===== src/rtl/pli_pkg.sv =====
// ----------------------------------------------------------------------------
// pli_pkg: shared types and constants of the piecewise linear interpolator
// Widths, status and request codes, and the command/status bundles that
// pass between the controller and the datapath.
// ----------------------------------------------------------------------------
package pli_pkg;

  localparam int DATA_W    = 32;               // Q16.16 sample width
  localparam int POINTS    = 256;              // breakpoint slots
  localparam int IDX_W     = $clog2(POINTS);   // slot index width
  localparam int CNT_W     = IDX_W + 1;        // point_count width
  localparam int STAT_W    = 3;
  localparam int PROD_W    = 2 * DATA_W;       // exact |dx|*|dy|
  localparam int QUOT_W    = 36;               // quotient bits kept before saturation
  localparam int DIV_STEPS = QUOT_W;
  localparam int DCNT_W    = $clog2(DIV_STEPS + 1);
  localparam int SUM_W     = QUOT_W + 2;

  // request kinds
  localparam logic KIND_LOAD  = 1'b0;
  localparam logic KIND_QUERY = 1'b1;

  // result status codes
  localparam logic [STAT_W-1:0] STAT_INTERP = 3'd0;
  localparam logic [STAT_W-1:0] STAT_BELOW  = 3'd1;
  localparam logic [STAT_W-1:0] STAT_ABOVE  = 3'd2;
  localparam logic [STAT_W-1:0] STAT_SMALL  = 3'd3;
  localparam logic [STAT_W-1:0] STAT_ZERO_W = 3'd4;

  typedef enum logic [3:0] {
    OP_NONE,
    OP_ACCEPT,
    OP_CAP_LO,
    OP_CHECK,
    OP_MID,
    OP_STEP,
    OP_DIFF,
    OP_MUL,
    OP_OVF,
    OP_DIV,
    OP_ADD,
    OP_OUT
  } op_t;

  typedef enum logic [1:0] {
    RD_ZERO,
    RD_LAST,
    RD_MID
  } rd_sel_t;

  typedef struct packed {
    op_t     op;
    rd_sel_t rd_sel;
    logic    ram_we;
    logic    cfg_we;
  } cmd_t;

  typedef struct packed {
    logic few_points;  // fewer than two points in use
    logic below;       // query under the first breakpoint
    logic above;       // query over the last breakpoint
    logic search_end;  // bracketing pair found this step
    logic seg_done;    // result settled without division
    logic ovf;         // quotient too large, saturate
    logic div_last;    // final quotient bit this cycle
  } sts_t;

endpackage


===== src/rtl/pli_ctrl.sv =====
// ----------------------------------------------------------------------------
// pli_ctrl: controller of the piecewise linear interpolator
// Sequences each query through range checks, binary search, multiply and
// divide, and holds the result handshake.
// ----------------------------------------------------------------------------
module pli_ctrl (
  input  logic           clk,
  input  logic           rst_n,
  input  logic           in_valid,
  input  logic           in_kind,
  output logic           in_ready,
  output logic           out_valid_r,
  input  logic           out_ready,
  input  logic           cfg_valid,
  output logic           cfg_ready,
  output pli_pkg::cmd_t  cmd,
  input  pli_pkg::sts_t  sts
);

  typedef enum logic [10:0] {
    S_IDLE = 11'b000_0000_0001,
    S_RDN  = 11'b000_0000_0010,
    S_CHK  = 11'b000_0000_0100,
    S_MID  = 11'b000_0000_1000,
    S_STEP = 11'b000_0001_0000,
    S_DIFF = 11'b000_0010_0000,
    S_MUL  = 11'b000_0100_0000,
    S_OVF  = 11'b000_1000_0000,
    S_DIV  = 11'b001_0000_0000,
    S_ADD  = 11'b010_0000_0000,
    S_OUT  = 11'b100_0000_0000
  } state_t;

  state_t state_r, state_nxt;
  logic   out_valid_nxt;
  logic   in_fire;
  logic   out_load;

  assign in_ready  = (state_r == S_IDLE);
  assign cfg_ready = 1'b1;
  assign in_fire   = in_valid && in_ready;
  assign out_load  = (state_r == S_OUT) && (!out_valid_r || out_ready);

  always_comb begin
    state_nxt  = state_r;
    cmd.op     = pli_pkg::OP_NONE;
    cmd.rd_sel = pli_pkg::RD_ZERO;
    cmd.ram_we = in_fire && (in_kind == pli_pkg::KIND_LOAD);
    cmd.cfg_we = cfg_valid;
    unique case (state_r)
      S_IDLE: begin
        if (in_fire) begin
          cmd.op = pli_pkg::OP_ACCEPT;
          if (in_kind == pli_pkg::KIND_QUERY) begin
            state_nxt = S_RDN;
          end
        end
      end
      S_RDN: begin
        cmd.op     = pli_pkg::OP_CAP_LO;
        cmd.rd_sel = pli_pkg::RD_LAST;
        state_nxt  = sts.few_points ? S_OUT : S_CHK;
      end
      S_CHK: begin
        cmd.op    = pli_pkg::OP_CHECK;
        state_nxt = (sts.below || sts.above) ? S_OUT : S_MID;
      end
      S_MID: begin
        cmd.op     = pli_pkg::OP_MID;
        cmd.rd_sel = pli_pkg::RD_MID;
        state_nxt  = S_STEP;
      end
      S_STEP: begin
        cmd.op    = pli_pkg::OP_STEP;
        state_nxt = sts.search_end ? S_DIFF : S_MID;
      end
      S_DIFF: begin
        cmd.op    = pli_pkg::OP_DIFF;
        state_nxt = sts.seg_done ? S_OUT : S_MUL;
      end
      S_MUL: begin
        cmd.op    = pli_pkg::OP_MUL;
        state_nxt = S_OVF;
      end
      S_OVF: begin
        cmd.op    = pli_pkg::OP_OVF;
        state_nxt = sts.ovf ? S_OUT : S_DIV;
      end
      S_DIV: begin
        cmd.op    = pli_pkg::OP_DIV;
        state_nxt = sts.div_last ? S_ADD : S_DIV;
      end
      S_ADD: begin
        cmd.op    = pli_pkg::OP_ADD;
        state_nxt = S_OUT;
      end
      S_OUT: begin
        // hold until the output register is free
        if (out_load) begin
          cmd.op    = pli_pkg::OP_OUT;
          state_nxt = S_IDLE;
        end
      end
      default: begin
        state_nxt = S_IDLE;
      end
    endcase
  end

  assign out_valid_nxt = out_load || (out_valid_r && !out_ready);

  always_ff @(posedge clk) begin
    if (!rst_n) begin
      state_r     <= S_IDLE;
      out_valid_r <= 1'b0;
    end else begin
      state_r     <= state_nxt;
      out_valid_r <= out_valid_nxt;
    end
  end

endmodule

===== config.mk =====
export PLATFORM = sky130hd
export DESIGN_NAME = pli_ctrl
export DESIGN_NICKNAME = d
export VERILOG_FILES = /design/src/rtl/pli_pkg.sv /design/src/rtl/pli_ctrl.sv
export SDC_FILE = /design/constraint.sdc
export NUM_CORES = 1
export LEC_CHECK = 0
export ABC_AREA = 1
export BUFFER_PORTS_ARGS = -buffer_cell sky130_fd_sc_hd__buf_2
export CORE_MARGIN = 2
export CORE_UTILIZATION = 31
export CTS_CLUSTER_DIAMETER = 150
export DETAILED_ROUTE_END_ITERATION = 12
export GPL_ROUTABILITY_DRIVEN = 0
export SKIP_CTS_REPAIR_TIMING = 1
export SYNTH_ARGS = -nofsm -noshare
export SYNTH_HDL_FRONTEND = slang
export SYNTH_SLANG_ARGS = --single-unit

===== constraint.sdc =====
create_clock -name clk -period 1.1 [get_ports clk]
set_input_delay 0.055 -clock clk [delete_from_list [all_inputs] [get_ports clk]]
set_output_delay 0.055 -clock clk [all_outputs]
set_load 0.01 [all_outputs]

==> impl_metrics.prom <==
# TYPE chip_impl_metric gauge
chip_impl_info{name="outcome",value="finished with violations"} 1
chip_impl_info{name="failing_checks",value="setup timing"} 1
chip_impl_metric{name="synth.avg_cell_area",unit="sq um"} 6.15
chip_impl_metric{name="drc",unit=""} 0
chip_impl_metric{name="clock_slew_at_the_register_clock_pins_of_the_worst_setup_and_hold_paths",unit="ns"} 0.10
chip_impl_metric{name="clock_tree.htree_level_count",unit=""} 1
chip_impl_metric{name="drtAntennaViolNets",unit=""} 0
chip_impl_info{name="prevailing_post_synth_register_cell",value="dfxtp_1"} 1
chip_impl_info{name="crit-reg2reg-launch",value="state_r[4]"} 1
chip_impl_metric{name="layout.core_utilization",unit=""} 0.532
chip_impl_metric{name="final_nets",unit=""} 196
chip_impl_metric{name="r2r_setup_slack",unit="ns"} -0.34
chip_impl_info{name="holdCritStartpoint",value="sts[3]"} 1
chip_impl_metric{name="timing.final.hold_violations",unit=""} 0
chip_impl_metric{name="r2r.worst_path.cells",unit=""} 11
chip_impl_metric{name="start_util",unit=""} 0.328
chip_impl_metric{name="max_freq",unit="MHz"} 630
chip_impl_info{name="worstSetupPathType",value="reg2out"} 1
chip_impl_info{name="reg_to_reg_critical_path_endpoint",value="state_r[0]"} 1
chip_impl_info{name="cts_tree",value="built"} 1
chip_impl_metric{name="postRouteWirelength",unit="um"} 2480
chip_impl_metric{name="final_max_slew_viol_count",unit=""} 0
chip_impl_metric{name="antenna_found_initial",unit=""} 0
chip_impl_metric{name="num_vias",unit=""} 974
chip_impl_metric{name="critical_path.max_stage_delay",unit="ns"} 0.36
chip_impl_metric{name="synthArstFlopShare",unit=""} 0
chip_impl_metric{name="ys_seq_area_frac",unit=""} 0.296
chip_impl_metric{name="numPortBuffers",unit=""} 20
chip_impl_metric{name="synth_enable_flop_cells",unit=""} 0
chip_impl_metric{name="global_route.usage.total",unit=""} 0.159
chip_impl_metric{name="clkLatencyLatePin",unit="ns"} 0.29
chip_impl_metric{name="grt_pass1_vias",unit=""} 789
chip_impl_metric{name="power.total",unit="uW"} 1100
chip_impl_metric{name="mappedNetlistArea",unit="sq um"} 812
chip_impl_metric{name="power.density_cell_area",unit="nW/um^2"} 835
chip_impl_metric{name="timing.clock.skew",unit="ns"} 0.0185
chip_impl_metric{name="max_cap_viol_count",unit=""} 0
chip_impl_info{name="worst_setup_path_startpoint",value="state_r[4]"} 1
chip_impl_metric{name="critPathArrivalTime",unit="ns"} 1.53
chip_impl_info{name="min_path_type",value="in2reg"} 1
chip_impl_metric{name="finalNonFillerCells",unit=""} 212
chip_impl_info{name="timing.critical_path.slowest_stage_cell",value="dfxtp_2"} 1
chip_impl_metric{name="period_needed",unit="ns"} 1.59
chip_impl_info{name="layout_common_cells",value="inv_1 (24), buf_4 (23), nand2_1 (22)"} 1
chip_impl_metric{name="detailedRoute.firstPassIterationCount",unit=""} 4
chip_impl_metric{name="netlist_instances",unit=""} 132
chip_impl_metric{name="power.ir.vdd_worst",unit="mV"} 0.677
chip_impl_metric{name="detail_route.iter0.violations",unit=""} 6
chip_impl_metric{name="clock-sinks",unit=""} 12
chip_impl_metric{name="total_die_area",unit="sq um"} 3040
chip_impl_metric{name="synth.ff_latch_count",unit=""} 12
chip_impl_metric{name="ioPinCount",unit=""} 24
chip_impl_metric{name="cts_max_path_buffers",unit=""} 2
chip_impl_metric{name="placedCellCount",unit=""} 198
chip_impl_info{name="critical_path.top_delay_family",value="simple AND/OR/NAND/NOR gates"} 1
chip_impl_metric{name="flow.area_growth_from_synthesis",unit="%"} 62.4
chip_impl_metric{name="chipWidth",unit="um"} 55.2
chip_impl_metric{name="crit_cells",unit=""} 6
chip_impl_info{name="final_common_cell",value="inv_1"} 1
chip_impl_metric{name="cts_buffers",unit=""} 3
chip_impl_metric{name="total_number_of_yosys_warnings",unit=""} 0
chip_impl_metric{name="worst-path-max-fanout",unit=""} 4
chip_impl_info{name="rsz0062_at_grt",value="yes"} 1
chip_impl_info{name="startpoint_type",value="flip-flop"} 1
chip_impl_metric{name="critPathBufInv",unit=""} 1
chip_impl_metric{name="row_count",unit=""} 18
chip_impl_metric{name="design.core.area",unit="sq um"} 2480
chip_impl_info{name="setup.worst_path.end",value="cmd[4]"} 1
chip_impl_info{name="root_buffer",value="clkbuf_4"} 1
chip_impl_metric{name="grt_pass1_wl",unit="um"} 3380
chip_impl_metric{name="worst-endpoint-required",unit="ns"} 1.04
chip_impl_metric{name="fin_tns_setup",unit="ns"} -5.85
chip_impl_metric{name="detailed_place_hpwl",unit="um"} 1740
chip_impl_metric{name="leakage_power",unit="uW"} 0.000711
chip_impl_metric{name="routed_wire_length_per_instance",unit="um"} 11.7
chip_impl_info{name="timing.critical_path.to_type",value="output port"} 1
chip_impl_metric{name="drive_above_1_share",unit=""} 0.522
chip_impl_metric{name="synthDistinctLibCells",unit=""} 22
chip_impl_metric{name="setup_slack",unit="ns"} -0.486
chip_impl_metric{name="pin_count_of_the_biggest_net_entering_global_routing",unit=""} 9
chip_impl_metric{name="antenna-diode-count",unit=""} 0
chip_impl_metric{name="final-setup-viol-count",unit=""} 19
chip_impl_metric{name="die_height",unit="um"} 55.2
chip_impl_info{name="cp_cell_sequence",value="nor2_4 -> nand2_4 -> nor3_4 -> nand2_2 -> nand3b_1 -> buf_2"} 1
chip_impl_metric{name="syn_nets",unit=""} 145
chip_impl_metric{name="avgViaCountPerCell",unit=""} 4.59
chip_impl_metric{name="grt_remaining_overflow",unit=""} 0
chip_impl_metric{name="period_share",unit=""} 1.44
registers in the layout (all words and copies together) (netlist names):
| register | count |
|---|---|
| state_r | 11 |
| out_valid_r | 1 |
report_power, final:
part	internal (uW)	switching [uW]
clock	202	174
sequential	443	8.72
combinational	124	150
total	768	333
per-layer routing:
metal | vias to the layer above | global-route usage | part of all wire
met5 | - | 0 | 0
li1 | 504 | - | -
met1 | 436 | 0.206 | 0.43
met2 | 28 | 0.254 | 0.50
met4 | 0 | 0.0488 | 0.026
met3 | 6 | 0.0484 | 0.050
cells in the mapped netlist (2+ instances only):
cell / instances / share of area
nor2_1: 21 / 0.097
inv_2: 2 / 0.0092
a21oi_1: 3 / 0.018
dfxtp_1: 12 / 0.30
buf_4: 2 / 0.018
nand2_2: 2 / 0.015
nand3b_1: 2 / 0.018
nor2_4: 4 / 0.055
nand3_1: 8 / 0.049
nand4_1: 4 / 0.031
inv_1: 25 / 0.12
nand2_1: 33 / 0.15
nor3_1: 5 / 0.031
cells by family (layout without fill, tap and decap cells):
group / Yosys count / count (layout) / synth area share
other: 1 / 1 / 0.00462
buffers and inverters: 29 / 79 / 0.143
DFF: 12 / 12 / 0.296
AOI/OAI and AO/OA: 5 / 5 / 0.0324
and+or+nand+nor: 85 / 85 / 0.524
worst min path at each step:
| stage | endpoint | slack, ns | cells past startpoint |
|---|---|---|---|
| after detailed placement | cmd[0] | 0.11 | 0 |
| after CTS | state_r[6] | -0.07 | 2 |
| after global placement | cmd[0] | 0.11 | 0 |
| after global routing | state_r[5] | 0.02 | 3 |
| final | state_r[5] | 0.004 | 3 |
| after floorplan | state_r[0] | 0.12 | 1 |
through the flow:
step	hold slack (ns)	setup WS [ns]	cell area, sq um
2_1_floorplan	0.124	-0.148	828
3_3_place_gp	0.110	-0.265	1090
3_5_place_dp	0.110	-0.270	1090
4_1_cts	-0.0705	-0.508	1120
5_1_grt	0.0207	-0.548	1320
6_report	0.00353	-0.486	1320
final cells by class:
| class | instances | area (sq um) |
|---|---|---|
| clock buffer | 4 | 36.3 |
| fill | 257 | 1160 |
| sequential | 12 | 246 |
| multi-input combinational | 91 | 571 |
| timing repair buffer | 48 | 327 |
| tap | 30 | 37.5 |
| inverter | 27 | 101 |
worst register-to-register path, delay by kind of cell, from the launching register on:
family	cells	cell delay (ns)
buf+inv	1	0.14
simple gates	10	0.83
flops	1	0.36
(Power assumes the default switching activity.)
